$ cat src/rtl/qbc_pkg.sv
package qbc_pkg;

    localparam int NUM_QUADRANTS = 4;
    localparam int SYMBOLS       = 77;
    localparam int QUEUE_DEPTH   = 2;
    localparam int SYM_IX_W      = $clog2(SYMBOLS);
    localparam int QUAD_W        = $clog2(NUM_QUADRANTS);

    localparam int APB_ADDR_W    = 3;
    localparam int APB_DATA_W    = 32;
    localparam logic REG_DROP_CR_EOF = 1'b0;

    localparam logic [7:0] LOW_CODE  = 8'h40;
    localparam logic [7:0] HIGH_CODE = 8'hf9;
    localparam logic [7:0] NULL_CODE = 8'hc1;
    localparam logic [7:0] CR_BYTE   = 8'h0d;
    localparam logic [7:0] EOF_BYTE  = 8'h1a;
    localparam logic [QUAD_W-1:0] NULL_QUADRANT = QUAD_W'(2);

    localparam logic [7:0] SEL_BYTE [NUM_QUADRANTS] = '{8'h5e, 8'h7e, 8'h5c, 8'h7d};

    localparam logic [7:0] QTAB [NUM_QUADRANTS][SYMBOLS] = '{
        '{8'h40,8'hc1,8'hc2,8'hc3,8'hc4,8'hc5,8'hc6,8'hc7,8'hc8,8'hc9,8'hd1,8'hd2,
          8'hd3,8'hd4,8'hd5,8'hd6,8'hd7,8'hd8,8'hd9,8'he2,8'he3,8'he4,8'he5,8'he6,
          8'he7,8'he8,8'he9,8'h81,8'h82,8'h83,8'h84,8'h85,8'h86,8'h87,8'h88,8'h89,
          8'h91,8'h92,8'h93,8'h94,8'h95,8'h96,8'h97,8'h98,8'h99,8'ha2,8'ha3,8'ha4,
          8'ha5,8'ha6,8'ha7,8'ha8,8'ha9,8'hf0,8'hf1,8'hf2,8'hf3,8'hf4,8'hf5,8'hf6,
          8'hf7,8'hf8,8'hf9,8'h6c,8'h50,8'h6d,8'h4d,8'h5d,8'h4c,8'h4e,8'h6b,8'h60,
          8'h4b,8'h61,8'h7a,8'h6e,8'h6f},
        '{8'h20,8'h41,8'h42,8'h43,8'h44,8'h45,8'h46,8'h47,8'h48,8'h49,8'h4a,8'h4b,
          8'h4c,8'h4d,8'h4e,8'h4f,8'h50,8'h51,8'h52,8'h53,8'h54,8'h55,8'h56,8'h57,
          8'h58,8'h59,8'h5a,8'h61,8'h62,8'h63,8'h64,8'h65,8'h66,8'h67,8'h68,8'h69,
          8'h6a,8'h6b,8'h6c,8'h6d,8'h6e,8'h6f,8'h70,8'h71,8'h72,8'h73,8'h74,8'h75,
          8'h76,8'h77,8'h78,8'h79,8'h7a,8'h30,8'h31,8'h32,8'h33,8'h34,8'h35,8'h36,
          8'h37,8'h38,8'h39,8'h25,8'h26,8'h27,8'h28,8'h29,8'h2a,8'h2b,8'h2c,8'h2d,
          8'h2e,8'h2f,8'h3a,8'h3b,8'h3f},
        '{8'h00,8'h00,8'h01,8'h02,8'h03,8'h04,8'h05,8'h06,8'h07,8'h08,8'h09,8'h0a,
          8'h0b,8'h0c,8'h0d,8'h0e,8'h0f,8'h10,8'h11,8'h12,8'h13,8'h14,8'h15,8'h16,
          8'h17,8'h18,8'h19,8'h00,8'h00,8'h00,8'h00,8'h00,8'h00,8'h00,8'h00,8'h00,
          8'h00,8'h00,8'h00,8'h00,8'h00,8'h00,8'h00,8'h00,8'h00,8'h00,8'h00,8'h00,
          8'h00,8'h00,8'h00,8'h00,8'h00,8'h3c,8'h3d,8'h3e,8'h00,8'hfa,8'hfb,8'hfc,
          8'hfd,8'hfe,8'hff,8'h7b,8'h7c,8'h7d,8'h7e,8'h7f,8'h1a,8'h1b,8'h1c,8'h1d,
          8'h1e,8'h1f,8'h00,8'h00,8'h00},
        '{8'h00,8'ha0,8'ha1,8'hea,8'heb,8'hec,8'hed,8'hee,8'hef,8'he0,8'he1,8'haa,
          8'hab,8'hac,8'had,8'hae,8'haf,8'hb0,8'hb1,8'hb2,8'hb3,8'hb4,8'hb5,8'hb6,
          8'hb7,8'hb8,8'hb9,8'h80,8'h00,8'hca,8'hcb,8'hcc,8'hcd,8'hce,8'hcf,8'hc0,
          8'h00,8'h8a,8'h8b,8'h8c,8'h8d,8'h8e,8'h8f,8'h90,8'h00,8'hda,8'hdb,8'hdc,
          8'hdd,8'hde,8'hdf,8'hd0,8'h00,8'h00,8'h21,8'h22,8'h23,8'h24,8'h5b,8'h5c,
          8'h00,8'h5e,8'h5f,8'h00,8'h9c,8'h9d,8'h9e,8'h9f,8'hba,8'hbb,8'hbc,8'hbd,
          8'hbe,8'hbf,8'h9a,8'h9b,8'h00}
    };

    typedef enum logic [1:0] {
        OP_DECODE  = 2'd0,
        OP_ENCODE  = 2'd1,
        OP_RESTART = 2'd2
    } t_op;

    typedef enum logic {
        B_FIRST  = 1'b0,
        B_SECOND = 1'b1
    } t_back_state;

    typedef struct packed {
        logic [1:0] op;
        logic [7:0] in_byte;
    } t_in_item;

    typedef struct packed {
        logic [7:0] data_byte;
        logic       error;
        logic       last;
    } t_out_item;

    typedef struct packed {
        logic                hit;
        logic [SYM_IX_W-1:0] ix;
    } t_find;

    // classified item as it waits between front and back
    typedef struct packed {
        t_op                          op;
        logic                         in_range;
        logic                         is_null;
        logic                         sel_hit;
        logic [QUAD_W-1:0]            sel_quad;
        logic [NUM_QUADRANTS-1:0]     hit;
        logic [NUM_QUADRANTS-1:0][7:0] val;
    } t_entry;

    typedef struct packed {
        logic empty;
        logic full;
    } t_queue_status;

    // first position of byte b in quadrant row
    function automatic t_find find_in_row(input logic [QUAD_W-1:0] row,
                                          input logic [7:0] b);
        t_find f;
        f.hit = 1'b0;
        f.ix  = '0;
        for (int i = SYMBOLS - 1; i >= 0; i--) begin
            if (QTAB[row][i] == b) begin
                f.hit = 1'b1;
                f.ix  = SYM_IX_W'(i);
            end
        end
        return f;
    endfunction

endpackage

$ cat src/rtl/qbc_front.sv
module qbc_front (
    input  logic              i_valid,
    input  qbc_pkg::t_in_item i_item,
    input  logic              i_full,
    output logic              o_stall,
    output logic              o_push,
    output qbc_pkg::t_entry   o_entry
);

    logic [7:0]    c;
    qbc_pkg::t_find sym;

    assign c       = i_item.in_byte;
    assign o_stall = i_full;
    // unused op code is taken and dropped here
    assign o_push  = i_valid && !i_full &&
                     (i_item.op == qbc_pkg::OP_DECODE || i_item.op == qbc_pkg::OP_ENCODE ||
                      i_item.op == qbc_pkg::OP_RESTART);

    always_comb begin
        qbc_pkg::t_find f;
        logic [7:0]     v;
        f                = '0;
        v                = 8'h00;
        o_entry          = '0;
        o_entry.op       = qbc_pkg::t_op'(i_item.op);
        o_entry.in_range = (c >= qbc_pkg::LOW_CODE) && (c <= qbc_pkg::HIGH_CODE);
        o_entry.is_null  = (c == 8'h00);
        sym              = qbc_pkg::find_in_row('0, c);
        for (int q = qbc_pkg::NUM_QUADRANTS - 1; q >= 0; q--) begin
            if (c == qbc_pkg::SEL_BYTE[q]) begin
                o_entry.sel_hit  = 1'b1;
                o_entry.sel_quad = qbc_pkg::QUAD_W'(q);
            end
        end
        for (int q = 0; q < qbc_pkg::NUM_QUADRANTS; q++) begin
            if (i_item.op == qbc_pkg::OP_ENCODE) begin
                f              = qbc_pkg::find_in_row(qbc_pkg::QUAD_W'(q), c);
                o_entry.hit[q] = f.hit;
                o_entry.val[q] = qbc_pkg::QTAB[0][f.ix];
            end else begin
                v              = qbc_pkg::QTAB[q][sym.ix];
                o_entry.hit[q] = sym.hit &&
                                 (qbc_pkg::QUAD_W'(q) == qbc_pkg::NULL_QUADRANT ||
                                  c == qbc_pkg::NULL_CODE || v != 8'h00);
                o_entry.val[q] = v;
            end
        end
    end

endmodule

$ cat src/rtl/qbc_queue.sv
module qbc_queue #(
    parameter int DEPTH = qbc_pkg::QUEUE_DEPTH
) (
    input  logic                   i_clk,
    input  logic                   i_rst_n,
    input  logic                   i_push,
    input  qbc_pkg::t_entry        i_entry,
    input  logic                   i_pop,
    output qbc_pkg::t_entry        o_head,
    output qbc_pkg::t_queue_status o_status
);

    localparam int PTR_W = (DEPTH > 1) ? $clog2(DEPTH) : 1;
    localparam int CNT_W = $clog2(DEPTH + 1);

    qbc_pkg::t_entry  r_mem [DEPTH];
    logic [PTR_W-1:0] r_wr, n_wr, r_rd, n_rd;
    logic [CNT_W-1:0] r_cnt, n_cnt;
    logic             do_push, do_pop;

    assign o_status.empty = (r_cnt == '0);
    assign o_status.full  = (r_cnt == CNT_W'(DEPTH));
    assign do_push        = i_push && !o_status.full;
    assign do_pop         = i_pop && !o_status.empty;
    assign o_head         = r_mem[r_rd];

    always_comb begin
        n_wr  = r_wr;
        n_rd  = r_rd;
        n_cnt = r_cnt;
        if (do_push) begin
            n_wr = (r_wr == PTR_W'(DEPTH - 1)) ? '0 : r_wr + PTR_W'(1);
        end
        if (do_pop) begin
            n_rd = (r_rd == PTR_W'(DEPTH - 1)) ? '0 : r_rd + PTR_W'(1);
        end
        if (do_push && !do_pop) begin
            n_cnt = r_cnt + CNT_W'(1);
        end else if (do_pop && !do_push) begin
            n_cnt = r_cnt - CNT_W'(1);
        end
    end

    always_ff @(posedge i_clk) begin
        if (!i_rst_n) begin
            r_wr  <= '0;
            r_rd  <= '0;
            r_cnt <= '0;
        end else begin
            r_wr  <= n_wr;
            r_rd  <= n_rd;
            r_cnt <= n_cnt;
        end
    end

    always_ff @(posedge i_clk) begin
        if (do_push) begin
            r_mem[r_wr] <= i_entry;
        end
    end

endmodule

$ cat src/rtl/qbc_back.sv
module qbc_back (
    input  logic                   i_clk,
    input  logic                   i_rst_n,
    input  logic                   i_drop_cr_eof,
    input  qbc_pkg::t_entry        i_head,
    input  qbc_pkg::t_queue_status i_status,
    output logic                   o_pop,
    output logic                   o_out_valid,
    output qbc_pkg::t_out_item     o_out_data,
    input  logic                   i_out_stall
);

    qbc_pkg::t_back_state         r_state, n_state;
    logic                         r_qset, n_qset;
    logic [qbc_pkg::QUAD_W-1:0]   r_quad, n_quad;
    logic [7:0]                   r_second, n_second;
    logic                         r_out_valid, n_out_valid;
    qbc_pkg::t_out_item           r_out, n_out;

    logic [1:0]                   cnt;
    logic [7:0]                   d0, d1;
    logic                         fail;
    logic                         c_qset;
    logic [qbc_pkg::QUAD_W-1:0]   c_quad;
    logic                         slot_free;

    assign slot_free   = !r_out_valid || !i_out_stall;
    assign o_out_valid = r_out_valid;
    assign o_out_data  = r_out;

    // work out the results of the head item against the current quadrant
    always_comb begin
        logic       retry;
        logic       found;
        logic [7:0] v;
        cnt    = 2'd0;
        d0     = 8'h00;
        d1     = 8'h00;
        fail   = 1'b0;
        retry  = 1'b0;
        found  = 1'b0;
        v      = i_head.val[r_quad];
        c_qset = r_qset;
        c_quad = r_quad;
        unique case (i_head.op)
            qbc_pkg::OP_DECODE: begin
                if (r_qset) begin
                    if (!i_head.in_range) begin
                        fail = 1'b1;
                    end else if (i_head.hit[r_quad]) begin
                        if (!(i_drop_cr_eof &&
                              (v == qbc_pkg::CR_BYTE || v == qbc_pkg::EOF_BYTE))) begin
                            cnt = 2'd1;
                            d0  = v;
                        end
                    end else begin
                        retry = 1'b1;
                    end
                end
                if (!r_qset || retry) begin
                    if (i_head.sel_hit) begin
                        c_qset = 1'b1;
                        c_quad = i_head.sel_quad;
                    end else begin
                        fail = 1'b1;
                    end
                end
            end
            qbc_pkg::OP_ENCODE: begin
                if (i_head.is_null) begin
                    if (r_qset && r_quad == qbc_pkg::NULL_QUADRANT) begin
                        cnt = 2'd1;
                        d0  = qbc_pkg::NULL_CODE;
                    end else begin
                        cnt    = 2'd2;
                        d0     = qbc_pkg::SEL_BYTE[qbc_pkg::NULL_QUADRANT];
                        d1     = qbc_pkg::NULL_CODE;
                        c_qset = 1'b1;
                        c_quad = qbc_pkg::NULL_QUADRANT;
                    end
                end else if (r_qset && i_head.hit[r_quad]) begin
                    cnt = 2'd1;
                    d0  = v;
                end else begin
                    for (int q = qbc_pkg::NUM_QUADRANTS - 1; q >= 0; q--) begin
                        if (i_head.hit[q] && !(r_qset && r_quad == qbc_pkg::QUAD_W'(q))) begin
                            found  = 1'b1;
                            d0     = qbc_pkg::SEL_BYTE[q];
                            d1     = i_head.val[q];
                            c_quad = qbc_pkg::QUAD_W'(q);
                        end
                    end
                    if (found) begin
                        cnt    = 2'd2;
                        c_qset = 1'b1;
                    end else begin
                        fail = 1'b1;
                    end
                end
            end
            qbc_pkg::OP_RESTART: begin
                c_qset = 1'b0;
            end
            default: begin
                c_qset = r_qset;
            end
        endcase
        if (fail) begin
            cnt    = 2'd1;
            d0     = 8'h00;
            c_qset = 1'b0;
        end
    end

    always_comb begin
        n_state = r_state;
        unique case (r_state)
            qbc_pkg::B_FIRST: begin
                if (!i_status.empty && cnt == 2'd2 && slot_free) begin
                    n_state = qbc_pkg::B_SECOND;
                end
            end
            qbc_pkg::B_SECOND: begin
                if (slot_free) begin
                    n_state = qbc_pkg::B_FIRST;
                end
            end
            default: n_state = qbc_pkg::B_FIRST;
        endcase
    end

    always_comb begin
        o_pop       = 1'b0;
        n_qset      = r_qset;
        n_quad      = r_quad;
        n_second    = r_second;
        n_out       = r_out;
        n_out_valid = r_out_valid && i_out_stall;
        unique case (r_state)
            qbc_pkg::B_FIRST: begin
                if (!i_status.empty && (cnt == 2'd0 || slot_free)) begin
                    o_pop  = 1'b1;
                    n_qset = c_qset;
                    n_quad = c_quad;
                    if (cnt != 2'd0) begin
                        n_out_valid     = 1'b1;
                        n_out.data_byte = d0;
                        n_out.error     = fail;
                        n_out.last      = (cnt == 2'd1);
                        n_second        = d1;
                    end
                end
            end
            qbc_pkg::B_SECOND: begin
                if (slot_free) begin
                    n_out_valid     = 1'b1;
                    n_out.data_byte = r_second;
                    n_out.error     = 1'b0;
                    n_out.last      = 1'b1;
                end
            end
            default: o_pop = 1'b0;
        endcase
    end

    always_ff @(posedge i_clk) begin
        if (!i_rst_n) begin
            r_state     <= qbc_pkg::B_FIRST;
            r_qset      <= 1'b0;
            r_out_valid <= 1'b0;
        end else begin
            r_state     <= n_state;
            r_qset      <= n_qset;
            r_out_valid <= n_out_valid;
        end
    end

    always_ff @(posedge i_clk) begin
        r_quad   <= n_quad;
        r_second <= n_second;
        r_out    <= n_out;
    end

endmodule

$ cat src/rtl/quadrant_byte_codec_core.sv
// the first result of an item passes through the classify queue and then the
// output register
// throughput: one input transfer per cycle while the classify queue has room;
// the back end retires one result per cycle while the output is not stalled;
// a two-result encode holds back the next item until its second is registered
// reset: synchronous active low; empties the queue and output register,
// quadrant becomes unset, drop_cr_eof clears to 0
module quadrant_byte_codec_core #(
    parameter int QUEUE_DEPTH = qbc_pkg::QUEUE_DEPTH
) (
    input  logic                             i_clk,
    input  logic                             i_rst_n,
    input  logic                             i_in_valid,
    input  qbc_pkg::t_in_item                i_in_data,
    output logic                             o_in_stall,
    output logic                             o_out_valid,
    output qbc_pkg::t_out_item               o_out_data,
    input  logic                             i_out_stall,
    input  logic                             psel,
    input  logic                             penable,
    input  logic                             pwrite,
    input  logic [qbc_pkg::APB_ADDR_W-1:0]   paddr,
    input  logic [qbc_pkg::APB_DATA_W-1:0]   pwdata,
    output logic [qbc_pkg::APB_DATA_W-1:0]   prdata,
    output logic                             pready
);

    logic                   r_drop_cr_eof;
    logic                   push, pop;
    qbc_pkg::t_entry        entry, head;
    qbc_pkg::t_queue_status status;
    logic                   reg_sel;

    assign pready  = 1'b1;
    assign reg_sel = (paddr[qbc_pkg::APB_ADDR_W-1] == qbc_pkg::REG_DROP_CR_EOF);
    assign prdata  = reg_sel ? {{(qbc_pkg::APB_DATA_W-1){1'b0}}, r_drop_cr_eof} : '0;

    always_ff @(posedge i_clk) begin
        if (!i_rst_n) begin
            r_drop_cr_eof <= 1'b0;
        end else if (psel && penable && pwrite && pready && reg_sel) begin
            r_drop_cr_eof <= pwdata[0];
        end
    end

    qbc_front u_front (
        .i_valid (i_in_valid),
        .i_item  (i_in_data),
        .i_full  (status.full),
        .o_stall (o_in_stall),
        .o_push  (push),
        .o_entry (entry)
    );

    qbc_queue #(
        .DEPTH (QUEUE_DEPTH)
    ) u_queue (
        .i_clk    (i_clk),
        .i_rst_n  (i_rst_n),
        .i_push   (push),
        .i_entry  (entry),
        .i_pop    (pop),
        .o_head   (head),
        .o_status (status)
    );

    qbc_back u_back (
        .i_clk         (i_clk),
        .i_rst_n       (i_rst_n),
        .i_drop_cr_eof (r_drop_cr_eof),
        .i_head        (head),
        .i_status      (status),
        .o_pop         (pop),
        .o_out_valid   (o_out_valid),
        .o_out_data    (o_out_data),
        .i_out_stall   (i_out_stall)
    );

endmodule

$ cat config.mk
export PLATFORM = sky130hd
export DESIGN_NAME = quadrant_byte_codec_core
export DESIGN_NICKNAME = d
export VERILOG_FILES = /design/src/rtl/qbc_pkg.sv /design/src/rtl/qbc_front.sv /design/src/rtl/qbc_queue.sv /design/src/rtl/qbc_back.sv /design/src/rtl/quadrant_byte_codec_core.sv
export SDC_FILE = /design/constraint.sdc
export NUM_CORES = 1
export LEC_CHECK = 0
export ABC_AREA = 1
export BUFFER_PORTS_ARGS = -buffer_cell sky130_fd_sc_hd__buf_2
export CAP_MARGIN = 20
export CORE_MARGIN = 1.5
export CORE_UTILIZATION = 50
export DETAILED_ROUTE_END_ITERATION = 16
export PLACE_DENSITY = 0.67
export REMOVE_ABC_BUFFERS = 1
export SYNTH_ARGS = -nofsm -noshare
export SYNTH_HDL_FRONTEND = slang
export SYNTH_SLANG_ARGS = --single-unit
$ cat constraint.sdc
create_clock -name i_clk -period 5.5 [get_ports i_clk]
set_input_delay 0.275 -clock i_clk [delete_from_list [all_inputs] [get_ports i_clk]]
set_output_delay 0.275 -clock i_clk [all_outputs]
set_load 0.005 [all_outputs]
==> results of run 1 <==
## worst max-delay path by stage
stage                 start              endpoint  slack, ns  cells past startpoint
2_1_floorplan     flip-flop    u_back.r_second[0]       0.59                     15
3_3_place_gp   i_in_data[3]  u_queue.r_mem[0][19]       0.25                     23
3_5_place_dp   i_in_data[3]  u_queue.r_mem[1][19]       0.16                     23
4_1_cts        i_in_data[2]  u_queue.r_mem[0][19]       0.58                     27
5_1_grt        i_in_data[2]  u_queue.r_mem[0][19]       0.18                     27
6_report       i_in_data[2]  u_queue.r_mem[0][19]       0.46                     27
## stage by stage
step | hold slack [ns] | worst slack [ns] | utilization | total power [W] | cell area (um2)
after detailed placement | 0.483 | 0.159 | 0.540 | 0.00293 | 12600
after CTS | 0.0745 | 0.579 | 0.565 | 0.00401 | 13200
after floorplan | 0.374 | 0.591 | - | 0.00235 | 11500
final | 0.0903 | 0.458 | 0.565 | 0.00404 | 13200
after global routing | 0.0768 | 0.182 | 0.565 | 0.00429 | 13200
after global placement | 0.473 | 0.250 | 0.540 | 0.00293 | 12600
## synth_stat cells, types with 7 or more instances
master,n
nand2_1,394
nor2_1,269
inv_1,225
o21ai_0,171
a21oi_1,114
edfxtp_1,106
nand3_1,103
clkbuf_1,46
nand4_1,36
buf_4,33
ha_1,33
nor3_1,31
o211ai_1,28
inv_2,19
mux2i_1,16
nor4_1,14
a211oi_1,12
a31oi_1,12
o2111ai_1,11
o221ai_1,11
or2_2,11
buf_2,10
nor2_2,10
o21ai_1,10
dfxtp_1,9
o22ai_1,9
clkinv_1,8
a2111oi_0,7
a22oi_1,7
nand2_2,7
o31ai_1,7
## per-layer routing
| layer | GRT usage | share of wire | up-vias |
|---|---|---|---|
| li1 | - | - | 6340 |
| met2 | 0.593 | 0.46 | 884 |
| met4 | 0.179 | 0.049 | 0 |
| met1 | 0.463 | 0.39 | 6092 |
| met5 | 0 | 0 | - |
| met3 | 0.0592 | 0.098 | 166 |
## placed cells by master (no fill, tap or decap), types with 8 or more instances in the layout
master       n
buf_2       31
clkbuf_16   17
nor2_1     266
nor4_1      14
o221ai_1    11
o21ai_0    171
dfxtp_1      8
a211oi_1    12
nor2_2      11
buf_4       71
clkinv_1    10
a31oi_1     12
o211ai_1    28
ha_1        33
nor3_1      31
o21ai_1     10
nand3_1    103
a21oi_1    114
o22ai_1      9
inv_1      225
nand2_1    394
o2111ai_1   11
inv_2       19
or2_2       11
edfxtp_1   106
nand4_1     36
mux2i_1     16
conb_1      32
## cell type report
| type | instances | area (um2) |
|---|---|---|
| sequential | 115 | 3360 |
| multi-input combinational | 1410 | 7170 |
| clock buffer | 17 | 425 |
| antenna | 1 | 2.50 |
| fill | 2337 | 10200 |
| timing repair buffer | 103 | 708 |
| clock inverter | 15 | 159 |
| inverter | 253 | 955 |
| tap | 319 | 399 |
## registers in the layout, indices dropped and copies added (netlist names), 2 cells and up, named ones only
name,flops
u_queue.r_cnt,2
u_back.r_quad,2
u_back.o_out_data,10
u_queue.r_mem,86
u_back.r_second,8
## logic make-up after synthesis
kind of cell,Yosys count,share of synthesized area
adder cells (fa/ha/maj),33,0.0349
multiplexers,16,0.0135
flip-flops,115,0.284
AND/OR/NAND/NOR,893,0.323
buffers and inverters,348,0.122
other,2,0.000634
XOR/XNOR,1,0.000739
AO/OA/AOI/OAI,435,0.221
## power groups by stage
stage | clock network (W) | logic (W) | registers (W)
floorplan | 0 | 0.00106 | 0.00129
global placement | 0 | 0.00167 | 0.00126
detailed placement | 0 | 0.00167 | 0.00126
CTS | 0.00108 | 0.00168 | 0.00125
global route | 0.00112 | 0.00190 | 0.00127
finish | 0.00107 | 0.00172 | 0.00125
==> run metrics, run 1 <==
status=finished, final reports clean; Routed Wire Length=44200 um; cell area after synthesis=approximately 12000 um2; max-slew violations=0; # hold bufs at CTS=0; worst rel slew slack=0.267; Iter 0 DRT Violations=1390; Die X=157 um; placed wire-length estimate=~34000 um; Flop pwr share=0.308; fin crit share=0.917; number of synthesized flops with an enable pin=~110; CTS tree=yes; DRT Pass-1 Iters=6; YS warnings=0; first-pass GRT wire length=67800 um; Worst setup EP type=flip-flop; Placed Cells incl. Taps=2200; Reg clk slew, reported paths=~0.05 ns; Clk Latency, worst-skew pair=about 0.42 ns; H-tree depth=4; syn_area_per_cell=6.43 um2; Hold Violations, Final=0; crit path max fanout=9; worst slew pin tran=1.09 ns; Hold WC Path Type=in2reg; Final Non-Filler Cells=2233; largest net degree at the start of global routing=between 40 and 50; clk buf depth=2; cell count of the worst reg-to-reg path=13; P_sw=~0.0017 W; CP max stage cell=a2111oi_0; vias=approximately 13000; Ports=between 90 and 100; instance count of the mapped netlist=approximately 1800; worst r2r dst=u_back.r_quad[0]; sw frac=0.413; CTS buffer count=17; fraction of layout cells with a size suffix above 1=0.104; Synth area leader=edfxtp_1; synth unique cells=64; critical path's largest stage delay=between 0.6 and 0.7 ns; Yosys top cell area share=0.269; Setup CP Type=in2reg; Max-Cap Viols=0; P_leak=approximately 6 nW; fraction of registers with async set or reset after synthesis=0; FF-to-FF setup slack=~1.3 ns; WL/cell=approximately 20 um; clock network power share=0.265; post-synthesis sequential area ratio=0.284; clock sinks=115; Achievable Freq=0.198 GHz; Top FF cell, synth=edfxtp_1; Initial Util=0.508; skew final=roughly 0.009 ns; hold path depth=1; combinational cell fraction of total power=0.427; initial antenna violation count=1; core area=approximately 23000 um2; GR Overflow Total=0; Int Power=0.00237 W; DRT antenna net count=0; Peak VDD IR=about 0.26 mV; Startpoint Class=input port; Bufs and invs on worst path=10; setup violators final=0; Resized Gates After CTS=0; Row Count=56; GRT Util Overall=0.362; Setup Buffers After CTS=0; placer congestion estimate=approximately 1.0; RSZ-0062 raised after global routing=no; DRC viols=0; CP arrival=between 5 and 6 ns; Area contributors post-synth=edfxtp_1 27%, nand2_1 12%, nor2_1 8.5%; PortBufs=31; vias per inst=between 6 and 7; root buffer cell=clkbuf_16; worst-case hold path end point=u_queue.r_mem[0][41]; CP most frequent cell=inv_1; Die ar.=about 25000 um2; number of global-route vias before repair=around 12000; Area Overhead vs Synth=11.2%; CP required=5.74 ns; critical path's top delay family=compound AO/OA/AOI/OAI gates; layout net count=1985; FF+latch count, synth=between 100 and 150; Tmin final=around 5.0 ns; Die Y=~160 um; power per cell area=about 310 nW/um2; setup TNS=0 ns; hold_sp=i_in_data[8]
Note: power is estimated with default switching activity, not from simulation.
==> run 2: changes to the inputs <==
Settings changed: HOLD_SLACK_MARGIN set to 0.15.
==> run 2 against run 1 <==
Sequential cell count stayed put. Largest power group unchanged. Critical endpoint unchanged. Sequential share of layout area shrank 0.072 points. Critical path type unchanged. Power about the same. Die area stayed put. Worst hold slack improved by 0.076 ns. Via count up 0.37%. Setup slack worse by 0.10 ns. Largest cell class unchanged.
==> run metrics, run 2 (synthesis gave the netlist of run 1 again) <==
Largest register FFs=86 (unchanged); initial antenna violation count=1 (unchanged); worst rel slew slack=0.270 (+0.00221); clock network power share=0.264 (about the same); sw frac=0.413 (about the same); worst slew pin tran=1.09 ns (-0.00330 ns); clk buf depth=2 (unchanged); Max-Cap Viols=0 (unchanged); Hold Violations, Final=0 (unchanged); RSZ-0062 raised after global routing=no; combinational cell fraction of total power=0.427 (about the same); Setup CP Type=in2reg; vias per inst=6.05 (+0.24%); layout net count=1989 (+0.20%); PortBufs=31 (unchanged); Int Power=0.00237 W (about the same); skew final=0.00980 ns (+0.000823 ns); power after layout=0.00404 W (about the same); Placed Cells incl. Taps=2200 (unchanged); Tmin final=5.14 ns (+0.101 ns); root buffer cell=clkbuf_16; CTS tree=yes; Hold WC Path Type=in2reg; first-pass GRT wire length=67900 um (+0.13%); Die ar.=24600 um2 (unchanged); Sequential Area=3360 um2 (unchanged); area of placed instances=12600 um2 (unchanged); final hold slack=0.167 ns (+0.0763 ns); H-tree depth=4 (unchanged); Die X=157 um (unchanged); critical path's largest stage delay=0.69 ns (+0.06 ns); crit path max fanout=9 (unchanged); CP max stage cell=a2111oi_0; DRT Pass-1 Iters=6 (unchanged); power per cell area=306 nW/um2 (-0.21%); critical path's top delay family=compound AO/OA/AOI/OAI gates; most frequent cells in the layout=394 x nand2_1, 266 x nor2_1, 225 x inv_1; filler cell count=2335 (-0.086%); GR Overflow Total=0 (unchanged); CP most frequent cell=inv_1; Row Count=56 (unchanged); Area Overhead vs Synth=11.6%; P_leak=6.03 nW (+0.32%); setup TNS=0 ns (unchanged); CP Depth=27 (unchanged); Routed Wire Length=44300 um (+0.22%); Final Non-Filler Cells=2236 (+0.13%); Reg with most FFs=u_queue.r_mem; largest net degree at the start of global routing=45 (unchanged); placer congestion estimate=1.04 (unchanged); Clk Latency, worst-skew pair=0.42 ns (about the same); DRT antenna net count=0 (unchanged); CP arrival=5.38 ns (+0.10 ns); CTS buffer count=17 (unchanged); Startpoint Class=input port; cell count of the worst reg-to-reg path=13 (unchanged); Bufs and invs on worst path=10 (unchanged); number of global-route vias before repair=12318 (+0.37%); Worst setup EP type=flip-flop; Resized Gates After CTS=0 (unchanged); vias=13532 (+0.37%); setup violators final=0 (unchanged); Iter 0 DRT Violations=1547 (+11%); fraction of layout cells with a size suffix above 1=0.104 (-0.000217); CP required=5.74 ns (about the same); Initial Util=0.508 (unchanged); Ant. Diodes=0 (-1); status=finished, final reports clean; P_sw=0.00167 W (about the same); Multi-input gate area=7170 um2 (unchanged); placed wire-length estimate=33600 um (unchanged); cell area after layout=13200 um2 (+0.28%); core area=23300 um2 (unchanged); Ports=97 (unchanged); WL/cell=19.8 um (about the same); Peak VDD IR=0.262 mV (+0.24%); most common cell after layout, fill and taps aside=nand2_1; Die Y=157 um (unchanged); DRC viols=0 (unchanged); max-slew violations=0 (unchanged); FF-to-FF setup slack=1.29 ns (-0.03 ns); hold path depth=3 (+2); GRT Util Overall=0.363 (+0.000416); Achievable Freq=0.194 GHz (-2.0%); Reg clk slew, reported paths=0.06 ns (about the same); clock sinks=115 (unchanged); fin crit share=0.935 (+0.0184); Flop pwr share=0.308 (about the same)
## run 2: routing by layer
metal	track usage	share of wire	vias to the layer above	wire length (um)
li1	-	-	6355	-
met1	0.463	0.39	6146	17400
met2	0.595	0.46	852	20300
met3	0.0592	0.097	179	4280
met4	0.179	0.052	0	2290
met5	0	0	-	0
## run 2: metrics by stage
stage / utilization / setup slack (ns)
floorplan: - / 0.591
global placement: 0.540 / 0.250
detailed placement: 0.540 / 0.159
CTS: 0.566 / 0.579
global route: 0.566 / 0.182
finish: 0.566 / 0.357
## run 2: tightest hold or removal path, delay by kind of cell
family,cells,cell delay [ns]
AO/OA/AOI/OAI,2,0.12
buffers and inverters,1,0.15
## run 2: power by group through the flow
| stage | Sequential, W | Clock (W) | Combinational [W] |
|---|---|---|---|
| 4_1_cts | 0.00125 | 0.00108 | 0.00168 |
| 6_report | 0.00125 | 0.00107 | 0.00173 |
| 3_5_place_dp | 0.00126 | 0 | 0.00167 |
| 3_3_place_gp | 0.00126 | 0 | 0.00167 |
| 5_1_grt | 0.00127 | 0.00112 | 0.00191 |
| 2_1_floorplan | 0.00129 | 0 | 0.00106 |
## run 2: what timing repair did
action                                 CTS  global route
hold buffers                             4             0
setup buffers                            0             0
endpoints found under the hold margin    5             0
## run 2: cell type report
cell class / instances / area share
Timing Repair Buffer: 107 / 0.0566
Tap cell: 319 / 0.0302
Inverter: 253 / 0.0722
Clock buffer: 17 / 0.0322
Clock inverter: 15 / 0.0120
Sequential cell: 115 / 0.255
Multi-Input combinational cell: 1410 / 0.542
## run 2: final timing paths
check	start	to
min	i_rst_n	u_back.r_state
min reg2reg	u_queue.r_cnt[1]	u_queue.r_cnt[1]
max reg2reg	flip-flop	u_back.r_quad[0]
max	i_in_data[2]	u_queue.r_mem[0][19]
